## src/rtl/core/bbdf_pkg.sv

```systemverilog
// shared types, widths and constants for the detection box decode filter
`default_nettype none

package bbdf_pkg;

  // fixed-point formats
  localparam int FRAC_BITS  = 16;
  localparam int PIXEL_BITS = 13;
  localparam int COORD_W    = FRAC_BITS + 2;
  localparam int SCORE_W    = FRAC_BITS + 1;
  // doubled corner edge, clamped to [0, 2*one]
  localparam int EDGE_W     = FRAC_BITS + 2;
  // 2*center +/- size before clamping
  localparam int SUM_W      = COORD_W + 2;
  localparam int PROD_W     = EDGE_W + PIXEL_BITS;

  // stream payload widths
  localparam int IN_FIELDS_W  = 4 * COORD_W + SCORE_W;
  localparam int IN_TDATA_W   = ((IN_FIELDS_W + 7) / 8) * 8;
  localparam int OUT_FIELDS_W = 4 * PIXEL_BITS + SCORE_W;
  localparam int OUT_TDATA_W  = ((OUT_FIELDS_W + 7) / 8) * 8;
  localparam int OUT_TUSER_W  = 3;

  // configuration port
  localparam int NUM_CFG    = 5;
  localparam int CFG_ADDR_W = $clog2(NUM_CFG);
  localparam int CFG_DATA_W = (SCORE_W > PIXEL_BITS) ? SCORE_W : PIXEL_BITS;

  localparam logic [CFG_ADDR_W-1:0] CFG_SCORE_THRESHOLD = CFG_ADDR_W'(0);
  localparam logic [CFG_ADDR_W-1:0] CFG_FRAME_WIDTH     = CFG_ADDR_W'(1);
  localparam logic [CFG_ADDR_W-1:0] CFG_FRAME_HEIGHT    = CFG_ADDR_W'(2);
  localparam logic [CFG_ADDR_W-1:0] CFG_MIN_BOX_SIZE    = CFG_ADDR_W'(3);
  localparam logic [CFG_ADDR_W-1:0] CFG_MAX_BOX_SIZE    = CFG_ADDR_W'(4);

  typedef logic signed [COORD_W-1:0] coord_t;
  typedef logic signed [SUM_W-1:0]   sum_t;
  typedef logic [SCORE_W-1:0]        score_t;
  typedef logic [PIXEL_BITS-1:0]     pix_t;
  typedef logic [EDGE_W-1:0]         edge_t;

  // register reset values
  localparam score_t RST_SCORE_THRESHOLD = score_t'(32768);
  localparam pix_t   RST_FRAME_WIDTH     = pix_t'(640);
  localparam pix_t   RST_FRAME_HEIGHT    = pix_t'(640);
  localparam pix_t   RST_MIN_BOX_SIZE    = pix_t'(19);
  localparam pix_t   RST_MAX_BOX_SIZE    = pix_t'(512);

  typedef enum logic [1:0] {
    CAUSE_KEEP  = 2'd0,
    CAUSE_SCORE = 2'd1,
    CAUSE_COORD = 2'd2,
    CAUSE_SIZE  = 2'd3
  } cause_t;

  typedef struct packed {
    score_t score_threshold;
    pix_t   frame_width;
    pix_t   frame_height;
    pix_t   min_box_size;
    pix_t   max_box_size;
  } cfg_t;

  // after edge decode
  typedef struct packed {
    cause_t cause;
    edge_t  x1;
    edge_t  x2;
    edge_t  y1;
    edge_t  y2;
    score_t score;
  } dec_t;

  // after scaling to pixels
  typedef struct packed {
    cause_t cause;
    pix_t   x1;
    pix_t   x2;
    pix_t   y1;
    pix_t   y2;
    score_t score;
  } pbox_t;

  // final result item
  typedef struct packed {
    logic   keep;
    cause_t cause;
    pix_t   left_px;
    pix_t   top_px;
    pix_t   width_px;
    pix_t   height_px;
    score_t score_out;
  } res_t;

endpackage

`default_nettype wire

```

## src/rtl/core/bbdf_decode.sv

```systemverilog
// score and coordinate checks, doubled corner edges with clamping
`default_nettype none

module bbdf_decode (
  input  bbdf_pkg::coord_t     center_x,
  input  bbdf_pkg::coord_t     center_y,
  input  bbdf_pkg::coord_t     box_w,
  input  bbdf_pkg::coord_t     box_h,
  input  bbdf_pkg::score_t     score,
  input  bbdf_pkg::score_t     score_threshold,
  output bbdf_pkg::dec_t       dec
);
  import bbdf_pkg::*;

  localparam coord_t FIX_ONE = coord_t'(2 ** FRAC_BITS);
  localparam sum_t   TWO_ONE = sum_t'(2 ** (FRAC_BITS + 1));

  logic coord_bad;
  sum_t cx2, cy2, bw_s, bh_s;

  function automatic edge_t clamp_edge(input sum_t e);
    edge_t r;
    if (e < 0) begin
      r = '0;
    end else if (e > TWO_ONE) begin
      r = edge_t'(TWO_ONE);
    end else begin
      r = edge_t'(e);
    end
    return r;
  endfunction

  // range checks on center and size
  always_comb begin
    coord_bad = (center_x < 0) || (center_x > FIX_ONE) ||
                (center_y < 0) || (center_y > FIX_ONE) ||
                (box_w <= 0) || (box_w > FIX_ONE) ||
                (box_h <= 0) || (box_h > FIX_ONE);
  end

  // doubled edges: 2*center -/+ size
  assign cx2  = sum_t'(center_x) <<< 1;
  assign cy2  = sum_t'(center_y) <<< 1;
  assign bw_s = sum_t'(box_w);
  assign bh_s = sum_t'(box_h);

  always_comb begin
    dec.x1    = clamp_edge(cx2 - bw_s);
    dec.x2    = clamp_edge(cx2 + bw_s);
    dec.y1    = clamp_edge(cy2 - bh_s);
    dec.y2    = clamp_edge(cy2 + bh_s);
    dec.score = score;
    if (score < score_threshold) begin
      dec.cause = CAUSE_SCORE;
    end else if (coord_bad) begin
      dec.cause = CAUSE_COORD;
    end else begin
      dec.cause = CAUSE_KEEP;
    end
  end

endmodule

`default_nettype wire

```

## src/rtl/core/bbdf_scale.sv

```systemverilog
// scale clamped edges by the frame size and truncate to pixels
`default_nettype none

module bbdf_scale (
  input  bbdf_pkg::dec_t       dec,
  input  bbdf_pkg::pix_t       frame_width,
  input  bbdf_pkg::pix_t       frame_height,
  output bbdf_pkg::pbox_t      pbox
);
  import bbdf_pkg::*;

  // floor(edge2 * dim / 2^(F+1)); result always fits the pixel width
  function automatic pix_t to_pixels(input edge_t e, input pix_t dim);
    logic [PROD_W-1:0] prod;
    prod = PROD_W'(e) * PROD_W'(dim);
    return prod[FRAC_BITS+1 +: PIXEL_BITS];
  endfunction

  always_comb begin
    pbox.cause = dec.cause;
    pbox.x1    = to_pixels(dec.x1, frame_width);
    pbox.x2    = to_pixels(dec.x2, frame_width);
    pbox.y1    = to_pixels(dec.y1, frame_height);
    pbox.y2    = to_pixels(dec.y2, frame_height);
    pbox.score = dec.score;
  end

endmodule

`default_nettype wire

```

## src/rtl/core/bbdf_filter.sv

```systemverilog
// final stage: pixel size check, final cause and result register
`default_nettype none

module bbdf_filter (
  input  wire                  clk,
  input  wire                  rst_n,
  input  wire                  en,
  input  wire                  pbox_valid,
  input  bbdf_pkg::pbox_t      pbox,
  input  bbdf_pkg::pix_t       min_box_size,
  input  bbdf_pkg::pix_t       max_box_size,
  output logic                 res_valid_r,
  output bbdf_pkg::res_t       res_r
);
  import bbdf_pkg::*;

  res_t   res_nxt;
  pix_t   w_px, h_px;
  logic   size_bad;
  cause_t cause;

  // corners of items that pass the coordinate check are ordered, so their differences never go negative
  assign w_px = pbox.x2 - pbox.x1;
  assign h_px = pbox.y2 - pbox.y1;

  always_comb begin
    size_bad = (w_px < min_box_size) || (h_px < min_box_size) ||
               (w_px > max_box_size) || (h_px > max_box_size);
    if (pbox.cause != CAUSE_KEEP) begin
      cause = pbox.cause;
    end else if (size_bad) begin
      cause = CAUSE_SIZE;
    end else begin
      cause = CAUSE_KEEP;
    end
  end

  // rejected boxes carry zero geometry
  always_comb begin
    res_nxt.keep      = (cause == CAUSE_KEEP);
    res_nxt.cause     = cause;
    res_nxt.score_out = pbox.score;
    if (cause == CAUSE_KEEP) begin
      res_nxt.left_px   = pbox.x1;
      res_nxt.top_px    = pbox.y1;
      res_nxt.width_px  = w_px;
      res_nxt.height_px = h_px;
    end else begin
      res_nxt.left_px   = '0;
      res_nxt.top_px    = '0;
      res_nxt.width_px  = '0;
      res_nxt.height_px = '0;
    end
  end

  // result register
  always_ff @(posedge clk) begin
    if (!rst_n) begin
      res_valid_r <= 1'b0;
    end else if (en) begin
      res_valid_r <= pbox_valid;
    end
  end

  always_ff @(posedge clk) begin
    if (en) begin
      res_r <= res_nxt;
    end
  end

endmodule

`default_nettype wire

```

## src/rtl/core/detection_box_decode_filter.sv

```systemverilog
// top level: input register, decode and scale logic, result register, config
// an accepted item passes from the input register into the result register
// throughput: one item per cycle while out_tready holds; the input register
// advances when it is empty or the result register is empty or being read,
// so bubbles collapse; rst_n (synchronous, active low) empties both
// registers and loads the config registers with their defaults
`default_nettype none

module detection_box_decode_filter (
  input  wire                                clk,
  input  wire                                rst_n,
  // in_tdata: center_x, center_y, box_w, box_h, score (lowest bit first)
  input  wire                                in_tvalid,
  output logic                               in_tready,
  input  wire  [bbdf_pkg::IN_TDATA_W-1:0]    in_tdata,
  // out_tdata: left_px, top_px, width_px, height_px, score_out
  output logic                               out_tvalid,
  input  wire                                out_tready,
  output logic [bbdf_pkg::OUT_TDATA_W-1:0]   out_tdata,
  // out_tuser: keep, reject_cause
  output logic [bbdf_pkg::OUT_TUSER_W-1:0]   out_tuser,
  // config write port
  input  wire                                cfg_we,
  input  wire  [bbdf_pkg::CFG_ADDR_W-1:0]    cfg_addr,
  input  wire  [bbdf_pkg::CFG_DATA_W-1:0]    cfg_wdata
);
  import bbdf_pkg::*;

  cfg_t   cfg_r;
  logic   in_valid_r;
  coord_t cx_r, cy_r, bw_r, bh_r;
  score_t score_r;

  dec_t   dec;
  pbox_t  pbox;
  res_t   res;

  logic   en0, en1;

  // register enables
  assign en1       = !out_tvalid || out_tready;
  assign en0       = !in_valid_r || en1;
  assign in_tready = en0;

  // config registers
  always_ff @(posedge clk) begin
    if (!rst_n) begin
      cfg_r.score_threshold <= RST_SCORE_THRESHOLD;
      cfg_r.frame_width     <= RST_FRAME_WIDTH;
      cfg_r.frame_height    <= RST_FRAME_HEIGHT;
      cfg_r.min_box_size    <= RST_MIN_BOX_SIZE;
      cfg_r.max_box_size    <= RST_MAX_BOX_SIZE;
    end else if (cfg_we) begin
      case (cfg_addr)
        CFG_SCORE_THRESHOLD: cfg_r.score_threshold <= cfg_wdata[SCORE_W-1:0];
        CFG_FRAME_WIDTH:     cfg_r.frame_width     <= cfg_wdata[PIXEL_BITS-1:0];
        CFG_FRAME_HEIGHT:    cfg_r.frame_height    <= cfg_wdata[PIXEL_BITS-1:0];
        CFG_MIN_BOX_SIZE:    cfg_r.min_box_size    <= cfg_wdata[PIXEL_BITS-1:0];
        CFG_MAX_BOX_SIZE:    cfg_r.max_box_size    <= cfg_wdata[PIXEL_BITS-1:0];
        default: ;
      endcase
    end
  end

  // input register
  always_ff @(posedge clk) begin
    if (!rst_n) begin
      in_valid_r <= 1'b0;
    end else if (en0) begin
      in_valid_r <= in_tvalid;
    end
  end

  always_ff @(posedge clk) begin
    if (en0) begin
      cx_r    <= in_tdata[0*COORD_W +: COORD_W];
      cy_r    <= in_tdata[1*COORD_W +: COORD_W];
      bw_r    <= in_tdata[2*COORD_W +: COORD_W];
      bh_r    <= in_tdata[3*COORD_W +: COORD_W];
      score_r <= in_tdata[4*COORD_W +: SCORE_W];
    end
  end

  bbdf_decode u_decode (
    .center_x        (cx_r),
    .center_y        (cy_r),
    .box_w           (bw_r),
    .box_h           (bh_r),
    .score           (score_r),
    .score_threshold (cfg_r.score_threshold),
    .dec             (dec)
  );

  bbdf_scale u_scale (
    .dec          (dec),
    .frame_width  (cfg_r.frame_width),
    .frame_height (cfg_r.frame_height),
    .pbox         (pbox)
  );

  bbdf_filter u_filter (
    .clk          (clk),
    .rst_n        (rst_n),
    .en           (en1),
    .pbox_valid   (in_valid_r),
    .pbox         (pbox),
    .min_box_size (cfg_r.min_box_size),
    .max_box_size (cfg_r.max_box_size),
    .res_valid_r  (out_tvalid),
    .res_r        (res)
  );

  // result packing
  assign out_tdata = OUT_TDATA_W'({res.score_out, res.height_px, res.width_px,
                                   res.top_px, res.left_px});
  assign out_tuser = {res.cause, res.keep};

endmodule

`default_nettype wire

```

## config.mk

```make
export PLATFORM = sky130hd
export DESIGN_NAME = detection_box_decode_filter
export DESIGN_NICKNAME = d
export VERILOG_FILES = /design/src/rtl/core/bbdf_pkg.sv /design/src/rtl/core/bbdf_decode.sv /design/src/rtl/core/bbdf_scale.sv /design/src/rtl/core/bbdf_filter.sv /design/src/rtl/core/detection_box_decode_filter.sv
export SDC_FILE = /design/constraint.sdc
export NUM_CORES = 2
export LEC_CHECK = 0
export BUFFER_PORTS_ARGS = -buffer_cell sky130_fd_sc_hd__buf_4
export CELL_PAD_IN_SITES_DETAIL_PLACEMENT = 0
export CELL_PAD_IN_SITES_GLOBAL_PLACEMENT = 1
export CORE_AREA = 2 2 503 255
export DETAILED_ROUTE_END_ITERATION = 8
export DIE_AREA = 0 0 505 257
export PLACE_DENSITY = 0.71
export SLEW_MARGIN = 10
export SYNTH_ARGS = -nofsm -noshare
export SYNTH_HDL_FRONTEND = slang
export SYNTH_SLANG_ARGS = --single-unit
```

## constraint.sdc

```tcl
create_clock -name clk -period 11.3 [get_ports clk]
set_input_delay 3.39 -clock clk [delete_from_list [all_inputs] [get_ports clk]]
set_output_delay 3.39 -clock clk [all_outputs]
set_load 0.01 [all_outputs]
```

==> impl_metrics.py <==
metrics = {
    "clock_network": {
        "h-tree-depth": 1,
        "cts_inserted_buffers": 26,
        "clk_latency_ns": 0.59,
        "clk_pin_slew_worst_paths_ns": 0.06,
        "clock_tree.root_cell": "clkbuf_16",
        "cts_tree": "yes",
        "clock_path_buffers": 3,
        "cts.sinks": 232,
    },
    "cells_and_area": {
        "final_util": 0.446,
        "stdcell_area_mm2": 0.0559,
        "drive_gt1_frac": 0.245,
        "regArea_mm2": 0.00626,
        "mostFrequentLayoutCells": "buf_4 (1090), inv_1 (1000), nand2_1 (708), fa_1 (695), ha_1 (420)",
        "nFillCells": 12297,
        "final_nets": 7154,
        "final_cells": 7604,
        "layout_commonest_cell": "buf_4",
        "area_growth_pct": 27.9,
        "multi_input_area_mm2": 0.0338,
    },
    "sta": {
        "period_minus_slack_ns": 12.49,
        "fin_crit_sh": 1.11,
        "setup_violations": 55,
        "slew_viol_final": 0,
        "final.setup.worst_slack_ns": -1.19,
        "worstMarginPinSlew_ns": 1.10,
        "grt_setup_unrepaired": "yes",
        "relSlewSlack": 0.265,
        "hold_viol": 0,
        "worst_clock_skew_ns": 0.0180,
        "max_freq_ghz": 0.0801,
    },
    "worst_setup_path": {
        "crit_fanout": 8,
        "max_stage_delay_ns": 0.53,
        "end_kind": "flop",
        "critPathKind": "flop to flop",
        "r2r_slack_ns": -1.19,
        "arrival_ns": 12.93,
        "startpoint_type": "flop",
        "cp_slowest_cell": "fa_1",
        "crit_top_cell": "a21o_1",
        "reg2regPathDepth": 55,
        "required_ns": 11.75,
        "rr_endpoint": "u_filter.res_r[42]$_SDFFCE_PP0P_",
        "r2r-start": "bh_r[1]$_DFFE_PP_",
    },
    "floorplanning": {
        "dieArea_mm2": 0.130,
        "die_h_um": 257,
        "start_util": 0.349,
        "ios": 198,
        "die_w_um": 505,
        "core_mm2": 0.125,
        "rows": 92,
    },
    "drt": {
        "first_iter_violations": 2032,
        "detail-route-antenna-nets": 0,
        "via_per_inst": 4.84,
        "vias": 36835,
        "detail_route.drc_violations": 0,
        "drtPass1Iterations": 6,
        "wl_per_cell_um": 17.7,
        "drt_wl_total_um": 134000,
    },
    "pwr": {
        "irDropWorstVdd_uv": 124,
        "netSwitchingFraction": 0.413,
        "p_int_w": 0.00344,
        "clkPwrFrac": 0.157,
        "switchingPower_w": 0.00243,
        "leakagePower_nw": 28.2,
        "p_per_area_mw_per_mm2": 105,
        "power_frac_comb": 0.678,
        "seqPwrFrac": 0.165,
    },
    "yosys": {
        "synth-warning-count": 0,
        "synth-edff-count": 161,
        "synthTopCellsByArea": "fa_1 (32%), ha_1 (13%), edfxtp_1 (11%)",
        "syn_area_mm2": 0.0437,
        "syn_inst": 4952,
        "synth_cell_type_count": 109,
        "netlist.area_leader.share": 0.322,
        "synth_flop_cell": "edfxtp_1",
        "synth-seq-area-share": 0.143,
        "synth-seq-cells": 232,
        "syn_avg_cell_area_um2": 8.82,
        "yosys.area.top_type": "fa_1",
        "async_reset_ff_frac": 0,
    },
    "global_route": {
        "track_usage": 0.205,
        "grt_pass1_wl_um": 213000,
        "grt_max_degree": 73,
        "antenna_found_initial": 5,
        "grt_overflow_total": 0,
        "grt_pass1_vias": 39131,
    },
    "outcome": {
        "failed_checks": "setup timing",
        "status": "finished with violations",
    },
    "placement": {
        "dpl_cell_area_mm2": 0.0532,
        "gp_congestion": 0.923,
        "portBuffers": 187,
        "placed_cells": 7488,
        "dp_hpwl_um": 112000,
    },
    "hold_path": {
        "min_to": "u_filter.res_r[0]$_DFFE_PP_",
        "hold_start": "score_r[0]$_DFFE_PP_",
        "worstHoldPathCells": 0,
        "hold_path.class": "flop to flop",
    },
    "flow_run": {
        "max_cap_violations": 0,
    },
}
-- critical path: cells and delay by family, from the launching register on --
family / cells / cell delay (ns)
AO/OA/AOI/OAI: 22 / 4.29
adder cells (fa/ha/maj): 10 / 3.88
AND/OR/NAND/NOR: 12 / 2.22
buffers and inverters: 9 / 1.11
XOR/XNOR: 2 / 0.42
flip-flops: 1 / 0.40
-- layout make-up --
type,instances,area share
Antenna cell,1,0.0000448
Clock buffer,35,0.0132
Clock inverter,13,0.00293
Inverter,1013,0.0680
Multi-Input combinational cell,3479,0.605
Sequential cell,232,0.112
Tap cell,1692,0.0379
Timing Repair Buffer,1139,0.161
-- per-layer routing --
layer	track usage	up-vias	routed length (um)
met5	0	-	0
met4	0.0387	0	2620
met3	0.0241	155	6060
met2	0.357	786	65500
met1	0.276	18588	60100
li1	-	17306	-
-- cells by family after synthesis --
family | Yosys count | synth area share
AO/OA/AOI/OAI | 566 | 0.0929
other | 1 | 0.0000858
buffers and inverters | 1243 | 0.109
multiplexers | 6 | 0.00155
adder cells (fa/ha/maj) | 1142 | 0.448
flip-flops | 232 | 0.143
XOR/XNOR | 153 | 0.0312
AND/OR/NAND/NOR | 1609 | 0.174
-- through the flow --
stage	hold WS, ns	TNS (ns)	power (W)	worst slack [ns]
after floorplan	0.417	0	0.00285	0.00199
after global placement	0.437	-69.95	0.00459	-1.35
after detailed placement	0.426	-77.49	0.00465	-1.49
after CTS	0.434	-55.57	0.00579	-1.07
after global routing	0.433	-87.93	0.00635	-1.66
final	0.429	-61.64	0.00587	-1.19
-- power groups by stage --
stage | clock [W] | combinational (W) | sequential (W)
floorplan | 0 | 0.00186 | 0.000987
global placement | 0 | 0.00361 | 0.000988
detailed placement | 0 | 0.00366 | 0.000989
CTS | 0.000946 | 0.00387 | 0.000971
global route | 0.000976 | 0.00440 | 0.000975
finish | 0.000919 | 0.00398 | 0.000971
-- state kept, by name, summed over array words and instances, names as in the netlist --
| register | count |
|---|---|
| u_filter.res_r | 72 |
| cfg_r | 69 |
| bh_r | 18 |
| bw_r | 18 |
| cx_r | 18 |
| cy_r | 18 |
| score_r | 17 |
| in_valid_r | 1 |
| u_filter.res_valid_r | 1 |
-- what timing repair did --
action                     in CTS  in global routing
hold buffers                    0                  0
cloned                          7                  1
pin swaps                      64                 61
setup endpoints to repair      55                 55
resized for setup             156                109
buffers inserted               42                 20
-- how the worst max path moves through the flow --
stage	cells after the start	slack, ns	start	end
finish	55	-1.19	bh_r[1]$_DFFE_PP_	u_filter.res_r[42]$_SDFFCE_PP0P_
global route	60	-1.66	bh_r[1]$_DFFE_PP_	u_filter.res_r[42]$_SDFFCE_PP0P_
CTS	56	-1.07	bh_r[1]$_DFFE_PP_	u_filter.res_r[32]$_SDFFCE_PP0P_
detailed placement	59	-1.49	cy_r[0]$_DFFE_PP_	u_filter.res_r[33]$_SDFFCE_PP0P_
global placement	57	-1.35	cx_r[4]$_DFFE_PP_	u_filter.res_r[56]$_SDFFCE_PP0P_
floorplan	54	0.002	bh_r[1]$_DFFE_PP_	u_filter.res_r[54]$_SDFFCE_PP0P_
-- synth_stat cells (15+ instances only) --
library cell and instances:
a31oi_1 16, nand2_1 716, buf_2 51, and3_1 109, o211ai_1 15, nor2_1 259, nand4_1 32, xnor2_1 111
edfxtp_1 161, a21o_1 73, dfxtp_1 71, xor2_1 39, nand3_1 32, fa_1 702, inv_1 1011, ha_1 440
a21boi_0 66, clkbuf_1 156, nor2b_1 40, o21bai_1 27, o21a_1 34, a21oi_1 127, nor3_1 64, nor4_1 31
o21ai_0 68, o31ai_1 16, and2_1 246, nand2b_1 28
Note: power is estimated with default switching activity, not from simulation.
